**config.mk**
```make
export PLATFORM = sky130hd
export DESIGN_NAME = zip_entry_keyed_byte_checksum
export DESIGN_NICKNAME = d
export VERILOG_FILES = /design/src/sv/zekbc_pkg.sv /design/src/sv/zip_entry_keyed_byte_checksum.sv /design/src/sv/zekbc_acc.sv /design/src/sv/zekbc_walk.sv
export VERILOG_INCLUDE_DIRS = /design/src /design/src/sv
export SDC_FILE = /design/constraint.sdc
export NUM_CORES = 2
export LEC_CHECK = 0
export BUFFER_PORTS_ARGS = -buffer_cell sky130_fd_sc_hd__buf_2
export CELL_PAD_IN_SITES_DETAIL_PLACEMENT = 0
export CELL_PAD_IN_SITES_GLOBAL_PLACEMENT = 1
export CORE_MARGIN = 3
export CORE_UTILIZATION = 30
export CTS_BUF_LIST = sky130_fd_sc_hd__clkbuf_4 sky130_fd_sc_hd__clkbuf_8 sky130_fd_sc_hd__clkbuf_16
export DETAILED_ROUTE_END_ITERATION = 12
export GPL_ROUTABILITY_DRIVEN = 1
export PLACE_DENSITY_LB_ADDON = 0.1
export REMOVE_ABC_BUFFERS = 1
export SLEW_MARGIN = 20
export SYNTH_ARGS = -nofsm -noshare
export SYNTH_HDL_FRONTEND = slang
export SYNTH_SLANG_ARGS = --single-unit
```
**constraint.sdc**
```tcl
create_clock -name clock -period 10.8 [get_ports clock]
set_input_delay 0.54 -clock clock [delete_from_list [all_inputs] [get_ports clock]]
set_output_delay 0.54 -clock clock [all_outputs]
set_load 0.02 [all_outputs]
```
**src/sv/zip_entry_keyed_byte_checksum_defines.svh**
```systemverilog
// ----------------------------------------------------------------------------
// Assertion macros for the keyed byte checksum block.
// Each macro expands to a labeled concurrent assertion in simulation and to
// nothing in synthesis.
// ----------------------------------------------------------------------------
`ifndef ZIP_ENTRY_KEYED_BYTE_CHECKSUM_DEFINES_SVH
`define ZIP_ENTRY_KEYED_BYTE_CHECKSUM_DEFINES_SVH
`ifndef SYNTHESIS
// Same-cycle implication, disabled during reset.
`define ZEKBC_ASSERT_IMPLIES(name, clk, rst, ante, cons) \
   name: assert property (@(posedge clk) disable iff (rst) (ante) |-> (cons)) \
      else $error("zekbc: same-cycle check failed");
// Next-cycle implication, disabled during reset.
`define ZEKBC_ASSERT_NEXT(name, clk, rst, ante, cons) \
   name: assert property (@(posedge clk) disable iff (rst) (ante) |=> (cons)) \
      else $error("zekbc: next-cycle check failed");
`else
`define ZEKBC_ASSERT_IMPLIES(name, clk, rst, ante, cons)
`define ZEKBC_ASSERT_NEXT(name, clk, rst, ante, cons)
`endif
`endif

```
**src/sv/zekbc_pkg.sv**
```systemverilog
`timescale 1ns / 1ps
// ----------------------------------------------------------------------------
// zekbc_pkg
// Types and fixed constants shared by the keyed byte checksum block.
// ----------------------------------------------------------------------------
package zekbc_pkg;

   // Request kinds.
   localparam logic KIND_BYTE = 1'b0;
   localparam logic KIND_READ = 1'b1;

   // Walk status codes.
   localparam logic [1:0] STATUS_WALKING   = 2'd0;
   localparam logic [1:0] STATUS_FINISHED  = 2'd1;
   localparam logic [1:0] STATUS_TRUNCATED = 2'd2;

   // Local file header layout.
   localparam logic [31:0] LOCAL_MAGIC    = 32'h04034b50;
   localparam int          SIG_BYTES      = 4;
   localparam int          HEADER_BYTES   = 26;
   localparam int          DESC_BYTES     = 16;
   localparam int          NAME_OWED_POS  = 24;
   localparam logic [4:0]  HDR_FLAGS_POS  = 5'd2;
   localparam logic [4:0]  HDR_CSIZE_POS  = 5'd14;
   localparam logic [4:0]  HDR_NLEN_POS   = 5'd22;
   localparam logic [4:0]  HDR_XLEN_POS   = 5'd24;

   // Name tail matching.
   localparam int           TAIL_MAX   = 11;
   localparam logic [23:0]  SUFFIX_SO  = 24'h2E736F;
   localparam logic [87:0]  SUFFIX_DEX = 88'h636C61737365732E646578;

   // Eight key bytes, first byte in the top lane.
   localparam logic [63:0]  KEY_BYTES  = 64'h632B72336B373A31;

   // One request.
   typedef struct packed {
      logic       kind;
      logic [7:0] byte_value;
      logic       end_of_archive;
      logic [7:0] read_index;
   } req_type;

   // One response.
   typedef struct packed {
      logic [7:0] checksum_byte;
      logic [1:0] walk_status;
   } rsp_type;

   // What the walker hands to the accumulator stage for one byte.
   typedef struct packed {
      logic       add_en;
      logic [7:0] addend;
      logic [1:0] walk_status;
   } walk_out_type;

endpackage

```
**src/sv/zip_entry_keyed_byte_checksum.sv**
```systemverilog
`timescale 1ns / 1ps
`include "zip_entry_keyed_byte_checksum_defines.svh"
// ----------------------------------------------------------------------------
// zip_entry_keyed_byte_checksum
// Keyed byte checksum over .so and classes.dex entries of a ZIP byte stream.
// ----------------------------------------------------------------------------
// The block takes one request per clock while req_stall is low: an archive
// byte to walk, or a read of one accumulator cell, and returns exactly one
// response for each. A request taken is held in the middle stage and moves
// into the response register when that register is free; requests may follow
// back to back. The accumulator is a single memory with one read and one
// write per cycle; each archive byte reads its cell when it is taken and
// writes the sum as it moves into the response register, with a bypass for a
// cell that is read in the cycle it is written. After reset the block zeroes
// the accumulator in a sweep over all STORE_BYTES cells, holding req_stall
// high until the sweep is done.
module zip_entry_keyed_byte_checksum #(
   parameter int STORE_BYTES = 256,
   parameter int NAME_LIMIT  = 511
) (
   input  logic               clock,
   input  logic               reset,
   input  logic               req_valid,
   output logic               req_stall,
   input  zekbc_pkg::req_type req_data,
   output logic               rsp_valid,
   input  logic               rsp_stall,
   output zekbc_pkg::rsp_type rsp_data
);
   import zekbc_pkg::*;

   localparam int ADDR_W = $clog2(STORE_BYTES);

   logic [ADDR_W-1:0] mod_tbl [256];
   logic              req_accept;
   logic              byte_strobe;
   logic              clear_busy;
   walk_out_type      walk_out;
   logic [ADDR_W-1:0] walk_cell;
   logic [ADDR_W-1:0] rd_addr;
   logic [7:0]        rd_data;
   logic              wr_en;
   logic [7:0]        wr_data;
   logic              s1_move;

   logic              s1_valid_ff, s1_valid_in;
   logic              s1_read_ff, s1_read_in;
   logic              s1_add_ff, s1_add_in;
   logic [ADDR_W-1:0] s1_addr_ff, s1_addr_in;
   logic [7:0]        s1_addend_ff, s1_addend_in;
   logic [1:0]        s1_status_ff, s1_status_in;
   logic              rsp_valid_ff, rsp_valid_in;
   rsp_type           rsp_data_ff, rsp_data_in;

   // Read index folded onto the store depth.
   for (genvar g = 0; g < 256; g++) begin : g_mod
      assign mod_tbl[g] = ADDR_W'(g % STORE_BYTES);
   end

   // Handshake: the middle stage moves when the response register frees up.
   always_comb begin
      s1_move     = s1_valid_ff && (!rsp_valid_ff || !rsp_stall);
      req_stall   = clear_busy || (s1_valid_ff && !s1_move);
      req_accept  = req_valid && !req_stall;
      byte_strobe = req_accept && (req_data.kind == KIND_BYTE);
      rd_addr     = (req_data.kind == KIND_READ) ? mod_tbl[req_data.read_index] : walk_cell;
   end

   zekbc_walk #(
      .STORE_BYTES (STORE_BYTES),
      .NAME_LIMIT  (NAME_LIMIT)
   ) u_walk (
      .clock          (clock),
      .reset          (reset),
      .byte_strobe    (byte_strobe),
      .byte_value     (req_data.byte_value),
      .end_of_archive (req_data.end_of_archive),
      .walk_out       (walk_out),
      .add_cell       (walk_cell)
   );

   zekbc_acc #(
      .STORE_BYTES (STORE_BYTES)
   ) u_acc (
      .clock      (clock),
      .reset      (reset),
      .rd_en      (req_accept),
      .rd_addr    (rd_addr),
      .wr_en      (wr_en),
      .wr_addr    (s1_addr_ff),
      .wr_data    (wr_data),
      .rd_data    (rd_data),
      .clear_busy (clear_busy)
   );

   // Middle stage: accumulate on the way out, or return the cell for a read.
   always_comb begin
      wr_en   = s1_move && s1_add_ff;
      wr_data = rd_data + s1_addend_ff;

      s1_valid_in  = s1_valid_ff;
      s1_read_in   = s1_read_ff;
      s1_add_in    = s1_add_ff;
      s1_addr_in   = s1_addr_ff;
      s1_addend_in = s1_addend_ff;
      s1_status_in = s1_status_ff;
      if (req_accept) begin
         s1_valid_in  = 1'b1;
         s1_read_in   = (req_data.kind == KIND_READ);
         s1_add_in    = walk_out.add_en;
         s1_addr_in   = rd_addr;
         s1_addend_in = walk_out.addend;
         s1_status_in = walk_out.walk_status;
      end else if (s1_move) begin
         s1_valid_in = 1'b0;
      end

      rsp_valid_in = rsp_valid_ff;
      rsp_data_in  = rsp_data_ff;
      if (s1_move) begin
         rsp_valid_in              = 1'b1;
         rsp_data_in.checksum_byte = s1_read_ff ? rd_data : 8'd0;
         rsp_data_in.walk_status   = s1_status_ff;
      end else if (rsp_valid_ff && !rsp_stall) begin
         rsp_valid_in = 1'b0;
      end
   end

   always_ff @(posedge clock) begin
      if (reset) begin
         s1_valid_ff  <= 1'b0;
         rsp_valid_ff <= 1'b0;
      end else begin
         s1_valid_ff  <= s1_valid_in;
         rsp_valid_ff <= rsp_valid_in;
      end
   end

   always_ff @(posedge clock) begin
      s1_read_ff   <= s1_read_in;
      s1_add_ff    <= s1_add_in;
      s1_addr_ff   <= s1_addr_in;
      s1_addend_ff <= s1_addend_in;
      s1_status_ff <= s1_status_in;
      rsp_data_ff  <= rsp_data_in;
   end

   assign rsp_valid = rsp_valid_ff;
   assign rsp_data  = rsp_data_ff;

   // A held middle stage keeps its cell, so its read data stays meaningful.
   `ZEKBC_ASSERT_NEXT(a_s1_hold, clock, reset, s1_valid_ff && !s1_move, s1_valid_ff && $stable(s1_addr_ff))
   // No accumulation can compete with the clearing sweep.
   `ZEKBC_ASSERT_IMPLIES(a_no_add_in_clear, clock, reset, wr_en, !clear_busy)

endmodule

```
**src/sv/zekbc_acc.sv**
```systemverilog
`timescale 1ns / 1ps
// ----------------------------------------------------------------------------
// zekbc_acc
// Accumulator memory with one registered read port, one write port, a
// write-to-read bypass and a clearing pass after reset.
// ----------------------------------------------------------------------------
module zekbc_acc #(
   parameter int STORE_BYTES = 256
) (
   input  logic                           clock,
   input  logic                           reset,
   input  logic                           rd_en,
   input  logic [$clog2(STORE_BYTES)-1:0] rd_addr,
   input  logic                           wr_en,
   input  logic [$clog2(STORE_BYTES)-1:0] wr_addr,
   input  logic [7:0]                     wr_data,
   output logic [7:0]                     rd_data,
   output logic                           clear_busy
);
   localparam int ADDR_W = $clog2(STORE_BYTES);

   logic [7:0]        acc_mem [STORE_BYTES];
   logic [7:0]        rd_q_ff;
   logic              bypass_ff;
   logic              bypass_in;
   logic [7:0]        bypass_data_ff;
   logic [ADDR_W-1:0] clr_ptr_ff;
   logic [ADDR_W-1:0] clr_ptr_in;
   logic              clear_busy_ff;
   logic              clear_busy_in;
   logic              mem_we;
   logic [ADDR_W-1:0] mem_wa;
   logic [7:0]        mem_wd;

   // The clearing pass owns the write port until every cell is zero.
   always_comb begin
      clr_ptr_in    = clr_ptr_ff;
      clear_busy_in = clear_busy_ff;
      if (clear_busy_ff) begin
         clr_ptr_in = clr_ptr_ff + 1'b1;
         if (clr_ptr_ff == ADDR_W'(STORE_BYTES - 1)) begin
            clear_busy_in = 1'b0;
         end
      end
      mem_we    = clear_busy_ff | wr_en;
      mem_wa    = clear_busy_ff ? clr_ptr_ff : wr_addr;
      mem_wd    = clear_busy_ff ? 8'd0 : wr_data;
      bypass_in = wr_en && (wr_addr == rd_addr);
   end

   always_ff @(posedge clock) begin
      if (reset) begin
         clr_ptr_ff    <= '0;
         clear_busy_ff <= 1'b1;
      end else begin
         clr_ptr_ff    <= clr_ptr_in;
         clear_busy_ff <= clear_busy_in;
      end
   end

   // Memory array: the read returns the old contents on a same-cell write.
   always_ff @(posedge clock) begin
      if (mem_we) begin
         acc_mem[mem_wa] <= mem_wd;
      end
      if (rd_en) begin
         rd_q_ff <= acc_mem[rd_addr];
      end
   end

   // Catch a write landing on the cell being read in the same cycle.
   always_ff @(posedge clock) begin
      if (rd_en) begin
         bypass_ff      <= bypass_in;
         bypass_data_ff <= wr_data;
      end
   end

   assign rd_data    = bypass_ff ? bypass_data_ff : rd_q_ff;
   assign clear_busy = clear_busy_ff;

endmodule

```
**src/sv/zekbc_walk.sv**
```systemverilog
`timescale 1ns / 1ps
`include "zip_entry_keyed_byte_checksum_defines.svh"
// ----------------------------------------------------------------------------
// zekbc_walk
// Local file header walker: parses archive bytes, picks entries by name
// suffix and produces the accumulator cell and addend for each data byte.
// ----------------------------------------------------------------------------
module zekbc_walk #(
   parameter int STORE_BYTES = 256,
   parameter int NAME_LIMIT  = 511
) (
   input  logic                           clock,
   input  logic                           reset,
   input  logic                           byte_strobe,
   input  logic [7:0]                     byte_value,
   input  logic                           end_of_archive,
   output zekbc_pkg::walk_out_type        walk_out,
   output logic [$clog2(STORE_BYTES)-1:0] add_cell
);
   import zekbc_pkg::*;

   localparam int ADDR_W = $clog2(STORE_BYTES);
   localparam int NAME_W = $clog2(NAME_LIMIT + 1);

   localparam logic [2:0] PH_SIG   = 3'd0;
   localparam logic [2:0] PH_HDR   = 3'd1;
   localparam logic [2:0] PH_NAME  = 3'd2;
   localparam logic [2:0] PH_EXTRA = 3'd3;
   localparam logic [2:0] PH_DATA  = 3'd4;
   localparam logic [2:0] PH_DESC  = 3'd5;
   localparam logic [2:0] PH_DONE  = 3'd6;

   logic [2:0]        phase_ff, phase_in;
   logic [31:0]       count_ff, count_in;
   logic [31:0]       sig_ff, sig_in;
   logic              desc_flag_ff, desc_flag_in;
   logic [31:0]       comp_len_ff, comp_len_in;
   logic [7:0]        name_lo_ff, name_lo_in;
   logic [NAME_W-1:0] name_len_ff, name_len_in;
   logic [15:0]       extra_len_ff, extra_len_in;
   logic [7:0]        tail_ff [TAIL_MAX];
   logic [7:0]        tail_in [TAIL_MAX];
   logic [3:0]        tail_count_ff, tail_count_in;
   logic              name_ended_ff, name_ended_in;
   logic              selected_ff, selected_in;
   logic [ADDR_W-1:0] cell_ff, cell_in;
   logic [2:0]        key_idx_ff, key_idx_in;
   logic [1:0]        status_ff, status_in;

   logic              to_name, to_extra, to_data, to_desc, to_sig;
   logic              owed;
   logic [31:0]       count_inc;
   logic [15:0]       name_full;
   logic [87:0]       tail_vec;

   always_comb begin
      phase_in      = phase_ff;
      count_in      = count_ff;
      sig_in        = sig_ff;
      desc_flag_in  = desc_flag_ff;
      comp_len_in   = comp_len_ff;
      name_lo_in    = name_lo_ff;
      name_len_in   = name_len_ff;
      extra_len_in  = extra_len_ff;
      tail_in       = tail_ff;
      tail_count_in = tail_count_ff;
      name_ended_in = name_ended_ff;
      selected_in   = selected_ff;
      cell_in       = cell_ff;
      key_idx_in    = key_idx_ff;
      status_in     = status_ff;
      to_name       = 1'b0;
      to_extra      = 1'b0;
      to_data       = 1'b0;
      to_desc       = 1'b0;
      to_sig        = 1'b0;
      owed          = 1'b0;
      tail_vec      = '0;
      count_inc     = count_ff + 32'd1;
      name_full     = {byte_value, name_lo_ff};
      walk_out.add_en = 1'b0;
      walk_out.addend = KEY_BYTES[{~key_idx_ff, 3'b000} +: 8] ^ byte_value;

      if (byte_strobe && (phase_ff != PH_DONE)) begin
         count_in = count_inc;

         // Per-phase handling of the byte.
         unique case (phase_ff)
            PH_SIG: begin
               sig_in = {byte_value, sig_ff[31:8]};
               if (count_inc >= 32'(SIG_BYTES)) begin
                  if (sig_in == LOCAL_MAGIC) begin
                     phase_in      = PH_HDR;
                     count_in      = '0;
                     desc_flag_in  = 1'b0;
                     comp_len_in   = '0;
                     name_lo_in    = '0;
                     name_len_in   = '0;
                     extra_len_in  = '0;
                     tail_count_in = '0;
                     name_ended_in = 1'b0;
                     selected_in   = 1'b0;
                     cell_in       = '0;
                     key_idx_in    = '0;
                     for (int k = 0; k < TAIL_MAX; k++) begin
                        tail_in[k] = 8'd0;
                     end
                  end else begin
                     phase_in  = PH_DONE;
                     status_in = STATUS_FINISHED;
                  end
               end
            end
            PH_HDR: begin
               unique case (count_ff[4:0])
                  HDR_FLAGS_POS:        desc_flag_in        = byte_value[3];
                  HDR_CSIZE_POS:        comp_len_in[7:0]    = byte_value;
                  HDR_CSIZE_POS + 5'd1: comp_len_in[15:8]   = byte_value;
                  HDR_CSIZE_POS + 5'd2: comp_len_in[23:16]  = byte_value;
                  HDR_CSIZE_POS + 5'd3: comp_len_in[31:24]  = byte_value;
                  HDR_NLEN_POS:         name_lo_in          = byte_value;
                  HDR_NLEN_POS + 5'd1: begin
                     if (name_full > 16'(NAME_LIMIT)) begin
                        name_len_in = NAME_W'(NAME_LIMIT);
                     end else begin
                        name_len_in = NAME_W'(name_full);
                     end
                  end
                  HDR_XLEN_POS:         extra_len_in[7:0]   = byte_value;
                  HDR_XLEN_POS + 5'd1:  extra_len_in[15:8]  = byte_value;
                  default: ;
               endcase
               if (count_inc >= 32'(HEADER_BYTES)) begin
                  to_name = 1'b1;
               end
            end
            PH_NAME: begin
               // Keep the last characters of the name up to its first NUL.
               if (!name_ended_ff) begin
                  if (byte_value == 8'd0) begin
                     name_ended_in = 1'b1;
                  end else begin
                     for (int k = 0; k < TAIL_MAX - 1; k++) begin
                        tail_in[k] = tail_ff[k + 1];
                     end
                     tail_in[TAIL_MAX - 1] = byte_value;
                     if (tail_count_ff < 4'(TAIL_MAX)) begin
                        tail_count_in = tail_count_ff + 4'd1;
                     end
                  end
               end
               if (count_inc >= 32'(name_len_ff)) begin
                  to_extra = 1'b1;
               end
            end
            PH_EXTRA: begin
               if (count_inc >= 32'(extra_len_ff)) begin
                  to_data = 1'b1;
               end
            end
            PH_DATA: begin
               if (selected_ff) begin
                  walk_out.add_en = 1'b1;
                  key_idx_in      = key_idx_ff + 3'd1;
                  if (cell_ff == ADDR_W'(STORE_BYTES - 1)) begin
                     cell_in = '0;
                  end else begin
                     cell_in = cell_ff + 1'b1;
                  end
               end
               if (count_inc >= comp_len_ff) begin
                  to_desc = 1'b1;
               end
            end
            PH_DESC: begin
               if (count_inc >= 32'(DESC_BYTES)) begin
                  to_sig = 1'b1;
               end
            end
            default: ;
         endcase

         // Move to the next part of the entry, skipping empty parts.
         if (to_name) begin
            count_in = '0;
            if (name_len_in != '0) begin
               phase_in = PH_NAME;
            end else begin
               to_extra = 1'b1;
            end
         end
         if (to_extra) begin
            count_in = '0;
            for (int k = 0; k < TAIL_MAX; k++) begin
               tail_vec[8 * (TAIL_MAX - 1 - k) +: 8] = tail_in[k];
            end
            selected_in = ((tail_count_in >= 4'd3) && (tail_vec[23:0] == SUFFIX_SO)) ||
                          ((tail_count_in >= 4'(TAIL_MAX)) && (tail_vec == SUFFIX_DEX));
            cell_in    = '0;
            key_idx_in = '0;
            if (extra_len_in != '0) begin
               phase_in = PH_EXTRA;
            end else begin
               to_data = 1'b1;
            end
         end
         if (to_data) begin
            count_in = '0;
            if (comp_len_in != '0) begin
               phase_in = PH_DATA;
            end else begin
               to_desc = 1'b1;
            end
         end
         if (to_desc) begin
            count_in = '0;
            if (desc_flag_in) begin
               phase_in = PH_DESC;
            end else begin
               to_sig = 1'b1;
            end
         end
         if (to_sig) begin
            count_in = '0;
            phase_in = PH_SIG;
            sig_in   = '0;
         end

         // The last archive byte closes the walk; owed bytes mean truncation.
         if (end_of_archive && (phase_in != PH_DONE)) begin
            owed = ((phase_in == PH_HDR) && (count_in >= 32'(NAME_OWED_POS)) &&
                    (name_len_in != '0)) ||
                   (phase_in == PH_NAME) ||
                   ((phase_in == PH_EXTRA) && selected_in && (comp_len_in != '0)) ||
                   ((phase_in == PH_DATA) && selected_in);
            status_in = owed ? STATUS_TRUNCATED : STATUS_FINISHED;
            phase_in  = PH_DONE;
         end
      end

      walk_out.walk_status = status_in;
   end

   always_ff @(posedge clock) begin
      if (reset) begin
         phase_ff      <= PH_SIG;
         count_ff      <= '0;
         sig_ff        <= '0;
         desc_flag_ff  <= 1'b0;
         comp_len_ff   <= '0;
         name_lo_ff    <= '0;
         name_len_ff   <= '0;
         extra_len_ff  <= '0;
         tail_count_ff <= '0;
         name_ended_ff <= 1'b0;
         selected_ff   <= 1'b0;
         cell_ff       <= '0;
         key_idx_ff    <= '0;
         status_ff     <= STATUS_WALKING;
         for (int k = 0; k < TAIL_MAX; k++) begin
            tail_ff[k] <= 8'd0;
         end
      end else begin
         phase_ff      <= phase_in;
         count_ff      <= count_in;
         sig_ff        <= sig_in;
         desc_flag_ff  <= desc_flag_in;
         comp_len_ff   <= comp_len_in;
         name_lo_ff    <= name_lo_in;
         name_len_ff   <= name_len_in;
         extra_len_ff  <= extra_len_in;
         tail_count_ff <= tail_count_in;
         name_ended_ff <= name_ended_in;
         selected_ff   <= selected_in;
         cell_ff       <= cell_in;
         key_idx_ff    <= key_idx_in;
         status_ff     <= status_in;
         tail_ff       <= tail_in;
      end
   end

   assign add_cell = cell_ff;

   // A finished walk keeps its status until reset.
   `ZEKBC_ASSERT_NEXT(a_status_sticky, clock, reset, status_ff != STATUS_WALKING, $stable(status_ff))
   // The walk only rests in its done phase with a final status.
   `ZEKBC_ASSERT_IMPLIES(a_done_has_status, clock, reset, phase_ff == PH_DONE, status_ff != STATUS_WALKING)

endmodule

```
# Yosys cells after proc, flatten, opt, wreduce, memory -nomap -nowiden
# Memory sizes are Yosys's and may differ from the RTL's. A register that Yosys moved wholly into a read port is not among the register bits.
# Index checks and enable logic that the tools add are counted.
# classes
mux	131
eq_ne	32
n_shift	1
n_bitwise	5
n_addsub	6
magnitude_cmp	12
reduce_logical	42
# ops
operator	count
32-bit two-way mux	14
88-bit two-way mux	5
88-bit case mux with 2 select lines	1
8-bit two-way mux	18
32-bit by 5-bit greater-or-equal comparator with 1-bit output, second input constant	3
88-bit by 87-bit equality test with 1-bit output, second input constant	1
32-bit case mux with 2 select lines	1
64-bit by 7-bit indexed part select with 8-bit output, first input constant	1
3-bit two-way mux	19
16-bit two-way mux	3
1-bit two-way mux	45
9-bit two-way mux	5
32-bit by 1-bit adder with 32-bit output, second input constant	1
32-bit by 27-bit equality test with 1-bit output, second input constant	1
32-bit by 16-bit greater-or-equal comparator with 1-bit output	1
32-bit by 3-bit greater-or-equal comparator with 1-bit output, second input constant	1
32-bit greater-or-equal comparator	1
32-bit by 9-bit greater-or-equal comparator with 1-bit output	1
16-bit case mux with 2 select lines	1
8-bit case mux with 2 select lines	2
32-bit nonzero test	1
5-bit equality test, second input constant	6
24-bit by 22-bit equality test with 1-bit output, second input constant	1
4-bit two-way mux	6
other kinds (42)	90
# totals
word_cells	269
output_inout_bits	12
rom_bits	2048
mem_count	2
register_bits	290
mem_bits_rw	2048
# mem_list
memory	words	width	rd	rd_ports_with_merged_regs	write_ports	line_no	rtl
(no name shown)	256	8	1	0	0	zip_entry_keyed_byte_checksum.sv:66	rd_addr = (req_data.kind == KIND_READ) ? mod_tbl[req_data.read_index] : walk_cell;
u_acc.acc_mem	256	8	1	1	1	zekbc_acc.sv:22	logic [7:0] acc_mem [STORE_BYTES];

# Logic depth before layout (Yosys ltp)
# logic_depth
ltp_word	32
depth_mapped	21
depth_no_buf	20

# Cells and area by module
# Synthesis repeated with hierarchy kept, for this count alone.
# hier_totals
cells_unflattened	5614
hier_area_um2	95095.0
# by_module_without_submodules
module	area_each_um2	instances	seq_area_each_um2	cells_each
zekbc_acc	80571.0	1	62189.6	3874
zekbc_walk	13076.3	1	4644.5	1642
zip_entry_keyed_byte_checksum	1447.6	1	940.9	98

# Worst setup path after synthesis
# OpenSTA, ideal clock, no wires.
# synth_timing
kind	reg-to-reg
from	register u_acc.bypass_ff
to	memory u_acc.acc_mem[0][7] (data pin)
period_less_slack_ns	9.984
required_ns	9.352
path_slack_ns	0.816
n_path_buf	1
path_stages_with_launch	12
setup_ns	1.448
t_arrival_ns	8.536
cell_sequence	edfxtp_1 clkbuf_1 mux2_2 ha_1 a21o_1 a21oi_1 o21bai_1 a21oi_1 o21bai_1 a21oi_1 xnor2_1 nor2b_1
# synth_between
elab_chain_cells	3
# synth_rtl
item	line_no	rtl
start: declaration	zekbc_acc.sv:24	logic bypass_ff;
start signal: assignment	zekbc_acc.sv:74	bypass_ff <= bypass_in;
8-bit two-way mux	zekbc_acc.sv:79	assign rd_data = bypass_ff ? bypass_data_ff : rd_q_ff;
named net rd_data[1]	zip_entry_keyed_byte_checksum.sv:41	logic [7:0] rd_data;
8-bit adder	zip_entry_keyed_byte_checksum.sv:99	wr_data = rd_data + s1_addend_ff;
named net u_acc.wr_data[7]	zekbc_acc.sv:16	input logic [7:0] wr_data,
8-bit two-way mux	zekbc_acc.sv:47	mem_wd = clear_busy_ff ? 8'd0 : wr_data;
named net u_acc.mem_wd[7]	zekbc_acc.sv:33	logic [7:0] mem_wd;
end: declaration	zekbc_acc.sv:22	
# The timed path passes the listed nets, and every way through them passes these cells.

# Final worst setup path
# layout_timing
from	register u_walk.count_ff[0]
to	register u_walk.count_ff[11]
# layout_between
elab_chain_cells	17
# layout_rtl
item	line_no	rtl
start: declaration	zekbc_walk.sv:34	logic [31:0] count_ff, count_in;
start signal: assignment	zekbc_walk.sv:265	count_ff <= count_in;
32-bit by 1-bit adder with 32-bit output	zekbc_walk.sv:79	count_inc = count_ff + 32'd1;
32-bit by 3-bit greater-or-equal comparator with 1-bit output	zekbc_walk.sv:91	if (count_inc >= 32'(SIG_BYTES)) begin
9-bit two-way mux	zekbc_walk.sv:91	
9-bit case mux with 2 select lines	zekbc_walk.sv:88	unique case (phase_ff)
9-bit two-way mux	zekbc_walk.sv:84	if (byte_strobe && (phase_ff != PH_DONE)) begin
9-bit nonzero test	zekbc_walk.sv:186	if (name_len_in != '0) begin
1-bit two-way mux	zekbc_walk.sv:186	
1-bit two-way mux	zekbc_walk.sv:184	if (to_name) begin
1-bit two-way mux	zekbc_walk.sv:84	
1-bit two-way mux	zekbc_walk.sv:192	if (to_extra) begin
1-bit two-way mux	zekbc_walk.sv:84	
1-bit two-way mux	zekbc_walk.sv:207	if (to_data) begin
1-bit two-way mux	zekbc_walk.sv:84	
1-bit two-way mux	zekbc_walk.sv:215	if (to_desc) begin
1-bit two-way mux	zekbc_walk.sv:84	
32-bit two-way mux (*)	zekbc_walk.sv:223	if (to_sig) begin
32-bit two-way mux (*)	zekbc_walk.sv:84	
# Mark *: on every way between the ends. The rest lies on a longest branch, timed or not. The select of a mux whose other input is x is not followed.
# A chain may end at the register's enable or synchronous reset.

==> results.py <==
metrics = {
    "worst_setup_path": {
        "endpoint_kind": "register",
        "r2r_slack_ns": 4.07,
        "crit_buf_inv": 0,
        "cp_cell_sequence": "ha_1, nand3_2, nor4_2, nand4_1, xnor2_1, ha_1, nand4_1, or2_2, a2111oi_0, a221o_1, nor4_1, nor2_1, o31a_1, nor3_1, nand3_1, nor2_1, nand3_1, a21oi_1",
        "startpoint_type": "register",
        "slowest_delay_ns": 0.95,
        "cp_top_family": "simple AND/OR/NAND/NOR gates",
        "cp_slowest_cell": "nor2_1",
        "arrival_ns": 7.52,
        "critPathRequiredTime_ns": 11.59,
        "path_class": "register to register",
        "worstPathMaxFanout": 11,
    },
    "logic_synthesis": {
        "synth_area_sq_um": 98900,
        "syn_inst": 8617,
        "synth_seq_area_share": 0.685,
        "ys_seq_elements": 2338,
        "synthFlopType": "edfxtp_1",
        "yosysWarnings": 0,
        "ys_types": 92,
        "async_flop_share": 0,
        "synth_area_per_cell_sq_um": 11.5,
        "synth-edff-count": 2095,
    },
    "clock_network": {
        "cts_made_buffers": 282,
        "clock-sinks": 2338,
        "h-tree-depth": 5,
        "root_buffer": "clkbuf_16",
        "cts_tree": "built",
        "clk_latency_ns": 0.88,
        "clk_pin_slew_ns": 0.06,
        "postCtsSetupRepairBufs": 0,
        "clockBufferDepth": 4,
        "cts-resized-gates": 0,
    },
    "pwr": {
        "sequentialPowerShare": 0.495,
        "p_int_w": 0.0152,
        "ir_drop_v": 0.000109,
        "pwr-share-comb": 0.039,
        "sw_frac_of_total": 0.224,
        "power.density_nw_per_um2": 174,
        "power.switching_w": 0.00440,
        "p_leak_nw": 39.6,
        "clockPowerShare": 0.466,
        "total_power_w": 0.0196,
    },
    "placement": {
        "place_inst": 12500,
        "place_area_sq_um": 104000,
        "pre_cts_slack_ns": 4.01,
        "hpwl_mm": 197,
        "port_buffers": 33,
        "gp_congestion": 0.808,
    },
    "detailed_routing": {
        "viasPerCell": 5.25,
        "ant_nets": 0,
        "vias": 68400,
        "drt_iter0_drc": 5562,
        "drt_pre_antenna_iters": 6,
        "wl_per_cell_um": 26.2,
        "drc": 0,
        "routed_wl_mm": 342,
    },
    "timing": {
        "finClkSkew_ns": 0.0415,
        "hold_viol": 0,
        "worst_slack_ns": 4.07,
        "slew-limit-headroom": 0.155,
        "drv_slew": 0,
        "min_period_ns": 6.73,
        "setup_viol": 0,
        "holdWs_ns": 0.0812,
        "rsz0062_at_grt": "false",
        "fmax_mhz": 149,
        "finalCritPeriodShare": 0.623,
        "tightest_slew_ns": 1.27,
    },
    "global_routing": {
        "gr-usage-all-layers": 0.196,
        "grt_max_degree": 147,
        "antenna_found_initial": 13,
        "grt_pass1_wl_mm": 492,
        "grt_overflow": 0,
        "grt_pass1_vias": 66400,
    },
    "floorplanning": {
        "rows": 210,
        "die_y_um": 580,
        "coreArea_sq_um": 328000,
        "dieArea_sq_um": 337000,
        "initial_utilization": 0.302,
        "dieWidth_um": 580,
        "ios": 34,
    },
    "layout": {
        "drive_above_1_share": 0.0821,
        "synthToLayoutAreaGrowth_pct": 13.9,
        "instances_no_fill": 13000,
        "fin_nets": 8572,
        "stdcell_area_sq_um": 113000,
        "fillers": 32500,
    },
    "worst_hold_path": {
        "min_path_type": "input pin to register",
    },
    "run": {
        "maxCapViolCount": 0,
    },
    "outcome": {
        "outcome": "finished, final reports clean",
    },
}
worst reg2reg max path: stages, from the launching register on:
cell	delay (ns)
dfxtp_1	0.55
ha_1	0.35
nand3_2	0.23
nor4_2	0.91
nand4_1	0.29
xnor2_1	0.40
ha_1	0.32
nand4_1	0.09
or2_2	0.14
a2111oi_0	0.07
a221o_1	0.38
nor4_1	0.38
nor2_1	0.13
o31a_1	0.33
nor3_1	0.29
nand3_1	0.53
nor2_1	0.96
nand3_1	0.17
a21oi_1	0.16
sequential cells by signal, summed over array words and instances (netlist names), 9 cells and up:
| register | flops |
|---|---|
| rsp_data | 10 |
| u_acc.acc_mem | 2048 |
| u_walk.comp_len_ff | 32 |
| u_walk.name_len_ff | 9 |
| u_walk.tail_ff | 88 |
| u_walk.sig_ff | 24 |
| u_walk.extra_len_ff | 16 |
| u_walk.count_ff | 32 |
per-stage QoR:
| stage | util | setup TNS, ns |
|---|---|---|
| 2_1_floorplan | - | -1265.78 |
| 3_3_place_gp | 0.317 | 0 |
| 3_5_place_dp | 0.317 | 0 |
| 4_1_cts | 0.344 | 0 |
| 5_1_grt | 0.344 | 0 |
| 6_report | 0.344 | 0 |
kinds of logic after synthesis:
kind of cell    share of synthesized area
simple gates                        0.194
mux                               0.00235
xor+xnor                          0.00531
flops                               0.685
fa+ha+maj                         0.00994
compound gates                     0.0754
buf+inv                            0.0276
layout make-up:
class / count / area, sq um / share of cell area
clock inverters: 110 / 689 / 0.00612
clock buffers: 383 / 8090 / 0.0718
well taps: 4346 / 5440 / 0.0482
multi-input cells: 5562 / 28700 / 0.255
repair buffers: 186 / 1580 / 0.0140
inverters: 102 / 400 / 0.00355
diodes: 9 / 22.5 / 0.000200
flip-flops and latches: 2338 / 67800 / 0.601
path summary, 6_finish.rpt:
check | start | endpoint | cells past startpoint
worst max-delay path | u_walk.count_ff[0]$_SDFFE_PP0P_ | u_walk.count_ff[11]$_SDFFE_PP0P_ | 18
worst min-delay path | req_valid | s1_valid_ff$_SDFFE_PP0P_ | 3
worst max register to register | u_walk.count_ff[0]$_SDFFE_PP0P_ | u_walk.count_ff[11]$_SDFFE_PP0P_ | 18
worst min register to register | u_walk.sig_ff[8]$_SDFFE_PP0P_ | u_walk.sig_ff[8]$_SDFFE_PP0P_ | 2
Yosys cell counts, types with 11 or more instances:
library cell / instances / share of area
edfxtp_1: 2095 / 0.64
ha_1: 77 / 0.0097
or3_1: 14 / 0.00089
nand4_1: 47 / 0.0030
a21o_1: 24 / 0.0018
nor3_1: 62 / 0.0031
o21ai_0: 83 / 0.0042
and2_1: 22 / 0.0014
nor2_1: 550 / 0.021
o22ai_1: 15 / 0.00095
buf_1: 58 / 0.0022
a211oi_1: 29 / 0.0022
mux2i_1: 12 / 0.0012
a311oi_1: 354 / 0.031
and4_1: 11 / 0.00097
or4_1: 18 / 0.0014
nand2_1: 2255 / 0.086
a21oi_1: 196 / 0.0099
clkbuf_1: 538 / 0.020
dfxtp_1: 243 / 0.049
xor2_1: 16 / 0.0014
o311ai_0: 17 / 0.0015
a22oi_1: 134 / 0.010
nand2b_1: 17 / 0.0011
nor4_1: 47 / 0.0030
a31oi_1: 53 / 0.0034
and3_1: 145 / 0.0092
a32oi_1: 13 / 0.0012
inv_1: 98 / 0.0037
xnor2_1: 44 / 0.0039
nand3_1: 1114 / 0.056
nor2b_1: 15 / 0.00095
buf_2: 14 / 0.00071
power groups by stage:
stage	Clock (W)	Sequential [W]	Combinational, W
5_1_grt	0.00975	0.00972	0.000818
6_report	0.00914	0.00972	0.000767
3_3_place_gp	0	0.00991	0.000782
4_1_cts	0.00940	0.00972	0.000780
2_1_floorplan	0	0.00991	0.000505
3_5_place_dp	0	0.00991	0.000779
per-layer routing:
| layer | track usage | share of wire |
|---|---|---|
| met3 | 0.0289 | 0.047 |
| met5 | 0 | 0.000038 |
| met2 | 0.309 | 0.46 |
| met4 | 0.0449 | 0.023 |
| met1 | 0.284 | 0.47 |
cell usage in the layout, fill, tap and decap left out, types with 10 or more instances in the layout:
cell,instances
clkbuf_4,82
inv_1,96
a22oi_1,134
nand3_1,1113
nand2b_1,17
nand4b_1,10
o22ai_1,13
a31oi_1,53
nor4_1,47
nor2_1,547
buf_4,132
a21oi_1,195
clkinv_2,31
xnor2_1,44
a21o_1,24
nor3_1,61
o311ai_0,12
clkbuf_16,296
mux2_2,10
a311oi_1,354
xor2_1,16
or4_1,18
edfxtp_1,2095
o21ai_0,82
nand2_1,2238
a32oi_1,13
and4_1,11
and2_1,22
or3_1,14
nand4_1,47
clkinv_1,65
nand2_2,17
buf_2,32
buf_12,19
ha_1,77
a211oi_1,27
dfxtp_1,241
and3_1,145
repair_timing:
| action | 4_1_cts | 5_1_grt |
|---|---|---|
| endpoints found under the setup margin | 0 | 0 |
| hold buffers | 1 | 0 |
| hold endpoints to repair | 2 | 0 |
Note: power is estimated with default switching activity, not from simulation.
